**src/rtl/mrfs_pkg.sv**
```systemverilog
package mrfs_pkg;

    localparam int DEPTH_DEFAULT     = 16;
    localparam int WORD_BITS_DEFAULT = 64;

    // Fixed field widths of the stream payloads.
    localparam int CMD_W       = 2;
    localparam int MSG_W       = 64;
    localparam int FIELD5_W    = 5;
    localparam int S_TDATA_W   = 72;
    localparam int M_TDATA_W   = 80;

    localparam logic [CMD_W-1:0] CMD_PUSH   = 2'd0;
    localparam logic [CMD_W-1:0] CMD_POP    = 2'd1;
    localparam logic [CMD_W-1:0] CMD_SEARCH = 2'd2;

    // Keeps the low five bits of a count, as the result fields carry it.
    function automatic logic [FIELD5_W-1:0] to_field5(input logic [31:0] value);
        return value[FIELD5_W-1:0];
    endfunction

endpackage

```
**src/rtl/message_ring_fifo_with_search_unit.sv**
```systemverilog
// Ring FIFO of message words with a search by equality.
// The slave stream carries one command per transaction: s_tdata holds cmd (2 bits)
// and msg_word (64 bits). Command 0 pushes a word, 1 pops the oldest word, 2 searches
// the stored words from oldest to newest for the first equal one.
// Every command gives exactly one result transaction on the master stream: ok,
// read_word, found_position, free_slots and used_slots after the operation.
// The block works on one command at a time and s_tready is low while it is busy.
// A push, an unused code, a pop of an empty ring and a search of an empty ring go
// from the accepting edge straight to ST_OUT, which loads the result register once
// it is free. A pop of a stored word passes through ST_POP first (one registered
// read of the slot memory). A search runs in ST_SRCH, where a single comparator checks
// one word per cycle as it comes out of the one read port of the slot memory. s_tready
// rises at the same edge that loads the result register.
// A result waits in the output register while m_tready is low. The block still
// accepts one more command, holds that result until the output register is free,
// and only then raises s_tready again.
// Reset empties the ring (both indices zero, no words stored); slot contents are
// not cleared since only written slots are ever read.
module message_ring_fifo_with_search_unit
    import mrfs_pkg::*;
#(
    parameter int DEPTH     = DEPTH_DEFAULT,
    parameter int WORD_BITS = WORD_BITS_DEFAULT
)
(
    input  logic                 clk,
    input  logic                 rst_n,
    input  logic                 s_tvalid,
    output logic                 s_tready,
    // From bit 0: cmd[1:0], msg_word[63:0], zero padding.
    input  logic [S_TDATA_W-1:0] s_tdata,
    output logic                 m_tvalid,
    input  logic                 m_tready,
    // From bit 0: ok, read_word[63:0], found_position[4:0], free_slots[4:0],
    // used_slots[4:0].
    output logic [M_TDATA_W-1:0] m_tdata
);

    localparam int IDX_W = (DEPTH > 1) ? $clog2(DEPTH) : 1;
    localparam int CNT_W = $clog2(DEPTH + 1);
    localparam logic [IDX_W-1:0] LAST_IDX = IDX_W'(DEPTH - 1);
    localparam logic [CNT_W-1:0] FULL_CNT = CNT_W'(DEPTH);

    localparam logic [1:0] ST_IDLE = 2'd0;
    localparam logic [1:0] ST_POP  = 2'd1;
    localparam logic [1:0] ST_SRCH = 2'd2;
    localparam logic [1:0] ST_OUT  = 2'd3;

    logic [WORD_BITS-1:0] slot_store [DEPTH];
    logic [WORD_BITS-1:0] rdata_reg;

    logic [1:0]           state_reg, state_next;
    logic [IDX_W-1:0]     wr_idx_reg, wr_idx_next;
    logic [IDX_W-1:0]     rd_idx_reg, rd_idx_next;
    logic [CNT_W-1:0]     used_reg, used_next;

    logic [IDX_W-1:0]     scan_idx_reg, scan_idx_next;
    logic [CNT_W-1:0]     issued_reg, issued_next;
    logic                 cmp_valid_reg, cmp_valid_next;
    logic [CNT_W-1:0]     cmp_pos_reg, cmp_pos_next;
    logic [WORD_BITS-1:0] word_reg, word_next;

    logic                 res_ok_reg, res_ok_next;
    logic [WORD_BITS-1:0] res_rd_reg, res_rd_next;
    logic [CNT_W-1:0]     res_pos_reg, res_pos_next;

    logic                 m_valid_reg, m_valid_next;
    logic [M_TDATA_W-1:0] m_data_reg, m_data_next;

    logic [CMD_W-1:0]     in_cmd;
    logic [WORD_BITS-1:0] in_word;
    logic                 accept;
    logic                 mem_we;
    logic [IDX_W-1:0]     mem_raddr;
    logic                 issue;
    logic                 out_free;

    function automatic logic [IDX_W-1:0] advance(input logic [IDX_W-1:0] idx);
        return (idx == LAST_IDX) ? '0 : idx + 1'b1;
    endfunction

    assign in_cmd   = s_tdata[CMD_W-1:0];
    assign in_word  = s_tdata[CMD_W +: WORD_BITS];
    assign s_tready = (state_reg == ST_IDLE);
    assign accept   = s_tvalid && s_tready;
    assign mem_we   = accept && (in_cmd == CMD_PUSH) && (used_reg != FULL_CNT);
    assign issue    = (state_reg == ST_SRCH) && (issued_reg != used_reg);
    assign mem_raddr = (state_reg == ST_SRCH) ? scan_idx_reg : rd_idx_reg;
    assign out_free = !m_valid_reg || m_tready;

    assign m_tvalid = m_valid_reg;
    assign m_tdata  = m_data_reg;

    always_ff @(posedge clk)
    begin
        if (mem_we)
        begin
            slot_store[wr_idx_reg] <= in_word;
        end
        rdata_reg <= slot_store[mem_raddr];
    end

    always_comb
    begin
        state_next     = state_reg;
        wr_idx_next    = wr_idx_reg;
        rd_idx_next    = rd_idx_reg;
        used_next      = used_reg;
        scan_idx_next  = scan_idx_reg;
        issued_next    = issued_reg;
        cmp_valid_next = 1'b0;
        cmp_pos_next   = cmp_pos_reg;
        word_next      = word_reg;
        res_ok_next    = res_ok_reg;
        res_rd_next    = res_rd_reg;
        res_pos_next   = res_pos_reg;
        m_valid_next   = m_valid_reg;
        m_data_next    = m_data_reg;

        if (m_valid_reg && m_tready)
        begin
            m_valid_next = 1'b0;
        end

        unique case (state_reg)
            ST_IDLE:
            begin
                if (accept)
                begin
                    res_ok_next  = 1'b0;
                    res_rd_next  = '0;
                    res_pos_next = '0;
                    state_next   = ST_OUT;
                    if (in_cmd == CMD_PUSH)
                    begin
                        if (used_reg != FULL_CNT)
                        begin
                            wr_idx_next = advance(wr_idx_reg);
                            used_next   = used_reg + 1'b1;
                            res_ok_next = 1'b1;
                        end
                    end
                    else if (in_cmd == CMD_POP)
                    begin
                        // The memory read of the oldest slot is issued in this cycle.
                        if (used_reg != '0)
                        begin
                            rd_idx_next = advance(rd_idx_reg);
                            used_next   = used_reg - 1'b1;
                            res_ok_next = 1'b1;
                            state_next  = ST_POP;
                        end
                    end
                    else if (in_cmd == CMD_SEARCH)
                    begin
                        if (used_reg != '0)
                        begin
                            scan_idx_next = rd_idx_reg;
                            issued_next   = '0;
                            word_next     = in_word;
                            state_next    = ST_SRCH;
                        end
                    end
                end
            end

            ST_POP:
            begin
                res_rd_next = rdata_reg;
                state_next  = ST_OUT;
            end

            ST_SRCH:
            begin
                // Reads run one slot ahead of the comparator.
                if (issue)
                begin
                    scan_idx_next  = advance(scan_idx_reg);
                    issued_next    = issued_reg + 1'b1;
                    cmp_valid_next = 1'b1;
                    cmp_pos_next   = issued_reg + 1'b1;
                end
                if (cmp_valid_reg && (rdata_reg == word_reg))
                begin
                    res_ok_next    = 1'b1;
                    res_pos_next   = cmp_pos_reg;
                    cmp_valid_next = 1'b0;
                    state_next     = ST_OUT;
                end
                else if (cmp_valid_reg && (cmp_pos_reg == used_reg))
                begin
                    cmp_valid_next = 1'b0;
                    state_next     = ST_OUT;
                end
            end

            ST_OUT:
            begin
                if (out_free)
                begin
                    m_valid_next = 1'b1;
                    m_data_next  = {to_field5(32'(used_reg)),
                                    to_field5(32'(FULL_CNT - used_reg)),
                                    to_field5(32'(res_pos_reg)),
                                    MSG_W'(res_rd_reg),
                                    res_ok_reg};
                    state_next   = ST_IDLE;
                end
            end

            default:
            begin
                state_next = ST_IDLE;
            end
        endcase
    end

    always_ff @(posedge clk or negedge rst_n)
    begin
        if (!rst_n)
        begin
            state_reg     <= ST_IDLE;
            wr_idx_reg    <= '0;
            rd_idx_reg    <= '0;
            used_reg      <= '0;
            issued_reg    <= '0;
            cmp_valid_reg <= 1'b0;
            m_valid_reg   <= 1'b0;
        end
        else
        begin
            state_reg     <= state_next;
            wr_idx_reg    <= wr_idx_next;
            rd_idx_reg    <= rd_idx_next;
            used_reg      <= used_next;
            issued_reg    <= issued_next;
            cmp_valid_reg <= cmp_valid_next;
            m_valid_reg   <= m_valid_next;
        end
    end

    always_ff @(posedge clk)
    begin
        scan_idx_reg <= scan_idx_next;
        cmp_pos_reg  <= cmp_pos_next;
        word_reg     <= word_next;
        res_ok_reg   <= res_ok_next;
        res_rd_reg   <= res_rd_next;
        res_pos_reg  <= res_pos_next;
        m_data_reg   <= m_data_next;
    end

endmodule
```
**config.mk**
```make
export PLATFORM = sky130hd
export DESIGN_NAME = message_ring_fifo_with_search_unit
export DESIGN_NICKNAME = d
export VERILOG_FILES = /design/src/rtl/mrfs_pkg.sv /design/src/rtl/message_ring_fifo_with_search_unit.sv
export SDC_FILE = /design/constraint.sdc
export NUM_CORES = 2
export LEC_CHECK = 0
export BUFFER_PORTS_ARGS = -buffer_cell sky130_fd_sc_hd__clkbuf_2
export CAP_MARGIN = 20
export CORE_ASPECT_RATIO = 0.5
export CORE_MARGIN = 1
export CORE_UTILIZATION = 35
export DETAILED_ROUTE_END_ITERATION = 16
export HOLD_SLACK_MARGIN = 0.06
export PLACE_DENSITY = 0.57
export SYNTH_ARGS = -nofsm -noshare
export SYNTH_HDL_FRONTEND = slang
export SYNTH_SLANG_ARGS = --single-unit
```
**constraint.sdc**
```tcl
create_clock -name clk -period 9.2 [get_ports clk]
set_clock_uncertainty 0.2 [all_clocks]
set_input_delay 1.84 -clock clk [delete_from_list [all_inputs] [get_ports clk]]
set_output_delay 1.84 -clock clk [all_outputs]
set_load 0.01 [all_outputs]
```
==> out/results.env <==
AREA_GROWTH_PCT=14.82
POST_CTS_BUFFERS=0
FIN_CRIT_SH_PCT=53.40
REGISTERS.TOP_BY_FF_COUNT='slot_store'
SHARE_OF_FLIP_FLOPS_WITH_AN_ASYNCHRONOUS_SET_OR_RESET_PCT=1.652
CLASS_OF_THE_TIGHTEST_HOLD_OR_REMOVAL_CHECK='reg2reg'
CRIT_TYPE='in2reg'
WORST_SETUP_HOLD_PATH_CLK_SLEW_NS=0.06
SLEW_MARGIN_REL_PCT=24.95
RR_ENDPOINT='slot_store[7][48]'
HOLDWS_NS=0.2194
FIN_AREA_SQ_UM=57010
SYNTH-SIMPLE-AREA-SHARE_PCT=3.601
POST_SYNTH.CELL_AREA_AVG_SQ_UM=21.03
GLOBAL_ROUTE.USAGE.TOTAL_PCT=16.61
DRT_PASS1_ITERATIONS=7
MAXCLOCKFREQUENCY_GHz=0.2036
CRITICAL-PATH-SLOWEST-CELL='nor2_4'
PLACE.GP.CONGESTION=0.7747
NUMBER_OF_GLOBAL_ROUTE_VIAS_BEFORE_REPAIR=23642
PREVAILING_POST_SYNTH_REGISTER_CELL='edfxtp_1'
DP.FINAL_HPWL_UM=63000
NUMBER_OF_MAX_CAP_VIOLATIONS=0
LEAKAGEPOWER_nW=18.39
COUNT_OF_NETS_AFTER_FINISHING=2672
SYNTHCELLS=2361
CTS-BUFFERS-INSERTED=117
ROUTE.DETAILED.DRC=0
PLACE_WS_NS=3.500
LAYOUT.CELLS.MOST_COMMON_LIST='edfxtp_1, mux4_2, clkbuf_2'
FF2FF_SETUP_SLACK_NS=4.59
STD_CELL_ROWS=97
POWER_DENSITY_nW_PER_UM2=310.4
FINAL_CORE_UTIL_PCT=40.60
SYNTHDISTINCTLIBCELLS=44
GRT_FIRST_PASS_WIRELENGTH_UM=170500
SYN-CELL-AREA_SQ_UM=49660
CTS_MAX_PATH_BUFFERS=3
TIME_THE_FINAL_WORST_PATH_NEEDS_WITH_I_O_DELAYS_AND_SETUP_NS=4.913
NUMBER_OF_SYNTHESIZED_FLOPS_WITH_AN_ENABLE_PIN=1246
CRITICAL_PATH.ENDPOINT_TYPE='flop'
GRT_MAX_DEGREE=129
DIE_W_UM=534.7
CRITPATHMAXSTAGEDELAY_NS=0.96
CTS.REPAIR.RESIZED=0
DRT_ITER0_MARKERS=2246
PLACEDINSTANCEAREA_SQ_UM=52880
SYNTHESIS.NETS=2455
FRACTION_OF_THE_MAPPED_NETLIST_AREA_IN_COMPOUND_GATES_PCT=2.406
RUN_STATUS='finished, final reports clean'
PINS_OVER_THEIR_SLEW_LIMIT=0
VIAS_PER_CELL=5.126
SETUP_VIOL=0
GRT_ANTENNA_BEFORE_REPAIR=9
CRITICAL_PATH_BUF_INV_COUNT=2
TIMING.CRITICAL_PATH.DEPTH=6
HTREE_LEVELS=3
CRITPATHARRIVALTIME_NS=5.09
WORST_HOLD_PATH.NUM_CELLS=0
TRITONCTS_NUM_SINKS=1332
SYNTH_FA_HA_AREA_SHARE_PCT=0.4687
CRIT_FANOUT=34
CRITICAL-PATH-TOP-DELAY-FAMILY='simple AND/OR/NAND/NOR gates'
HOLD_BUFFERS=0
GLOBALROUTEOVERFLOWTOTAL=0
SETUP_WS_NS=4.287
INITIAL_STANDARD_CELL_UTILIZATION_OF_THE_CORE_PCT=35.36
YOSYS.AREA_SHARE.XOR_XNOR_PCT=1.323
MAX_SLEW.WORST_PIN.SLEW_NS=1.123
YOSYSSEQAREASHARE_PCT=79.04
IR_WORST_VDD_mV=0.2739
ANTENNA_LEFT=0
WORST_EP_REQUIRED_TIME_NS=9.37
HOLD_VIOLATIONS=0
CRIT-REG2REG-LAUNCH='used_reg[0]'
MOST_COMMON_LIBRARY_CELL_IN_THE_LAYOUT_IGNORING_FILL_AND_TAPS='edfxtp_1'
WORST_SETUP_PATH_STARTPOINT='s_tdata[0]'
TRITONCTS='built'
POSTROUTEWIRELENGTH_UM=119600
DR_TOTAL_VIAS=23392
FINAL_LAYOUT_SETUP_TOTAL_NEGATIVE_SLACK_NS=0
CTS-ROOT-BUF='clkbuf_16'
RSZ0062_AT_GRT='false'
COMBINATIONAL_FAMILY_WITH_THE_MOST_AREA_AFTER_SYNTHESIS='multiplexers'
SYNTH_MUX_AREA_SHARE_PCT=11.85
WORST-R2R-CELL-COUNT=8
DIE_H_UM=268.3
CRITICAL_PATH.STARTPOINT_TYPE='input pin'
POST_SYNTHESIS_REGISTER_BIT_COUNT=1332
DIEAREA_SQ_UM=143500
CRIT_PATH_END='slot_store[7][48]'
PLACE.PORT_BUFFERS=151
CLK-INSERTION-DELAY-LATE_NS=0.77
LARGEST_REG_FLOPS=1024
POST_ROUTE_CELLS_DRIVE_ABOVE_1_SHARE_PCT=25.45
CRIT_PATH_CELL_TRACE='clkbuf_2, or2_2, nor3_2, nand2_1, nor2_4, buf_4'
SYNTH_WARNINGS=0
DESIGN.CORE.AREA_SQ_UM=140400
TOP_LEVEL_PORTS=158
FINAL_ROUTED_WIRE_LENGTH_DIVIDED_BY_CELL_COUNT_UM=26.21
HOLD_PATH_STARTPOINT='res_pos_reg[4]'
==> cell families after synthesis <==
group / count (synthesis)
AOI/OAI and AO/OA: 174
xor gates and xnor gates: 75
muxes: 267
and+or+nand+nor: 357
DFF: 1332
adders and majority gates: 18
buffers and inverters: 138
==> cell type report <==
type / instances / area (sq um)
clock buffer: 161 / 3273
fill: 12433 / 83410
timing repair buffer: 208 / 1254
antenna: 2 / 5.005
sequential: 1332 / 39250
tap: 1881 / 2354
multi-input combinational: 891 / 9942
inverter: 28 / 105.1
clock inverter: 60 / 832.0
==> worst min-delay path by stage <==
stage / slack [ns] / endpoint
final: 0.22 / m_tdata[69]
after CTS: 0.21 / m_tdata[38]
after floorplan: 0.20 / m_tdata[0]
after detailed placement: 0.20 / m_tdata[23]
after global placement: 0.20 / m_tdata[60]
after global routing: 0.22 / m_tdata[57]
==> per-layer routing <==
layer | vias up | global-route usage [%] | wire length (um)
met4 | 8 | 3.682 | 1920
met2 | 656 | 26.66 | 56380
li1 | 9995 | - | -
met5 | - | 0 | 50
met1 | 12590 | 23.85 | 54830
met3 | 143 | 2.690 | 6409
==> power by group <==
| part | internal (mW) | leakage [nW] | switching [mW] | total (mW) |
|---|---|---|---|---|
| clock network | 2.95 | 2.00 | 2.25 | 5.20 |
| logic | 2.10 | 4.28 | 2.65 | 4.75 |
| registers | 7.37 | 12.1 | 0.368 | 7.74 |
==> worst reg2reg max path: cells and delay by family, from the launching register on <==
| family | cells | cell delay, ns |
|---|---|---|
| adders and majority gates | 2 | 0.48 |
| buffers and inverters | 2 | 0.90 |
| and+or+nand+nor | 4 | 2.12 |
| DFF | 1 | 0.56 |
==> metrics by stage <==
stage	power, mW	std cells
CTS	17.90	4559
global route	18.44	4563
detailed placement	12.71	4338
floorplan	11.17	2361
global placement	12.68	4337
finish	17.69	4563
==> synthesized netlist by cell type, drive strengths merged (7+ instances only) <==
| cell type | number | area share, % |
|---|---|---|
| nor3 | 13 | 0.14 |
| nand3 | 8 | 0.081 |
| a21oi | 9 | 0.091 |
| inv | 28 | 0.21 |
| mux2 | 7 | 0.16 |
| buf | 54 | 0.65 |
| clkbuf | 56 | 0.45 |
| ha | 17 | 0.43 |
| xnor2 | 65 | 1.1 |
| nand2 | 142 | 1.1 |
| edfxtp | 1246 | 75 |
| o21ai | 11 | 0.11 |
| mux4 | 256 | 12 |
| a211oi | 64 | 0.97 |
| dfrtp | 22 | 1.1 |
| and2 | 128 | 1.6 |
| dfxtp | 64 | 2.6 |
| nand2b | 7 | 0.088 |
| nor2 | 29 | 0.22 |
| a31oi | 67 | 0.84 |
| nor4 | 7 | 0.088 |
| xor2 | 10 | 0.18 |
| nand4 | 13 | 0.16 |
(Power assumes the default switching activity.)
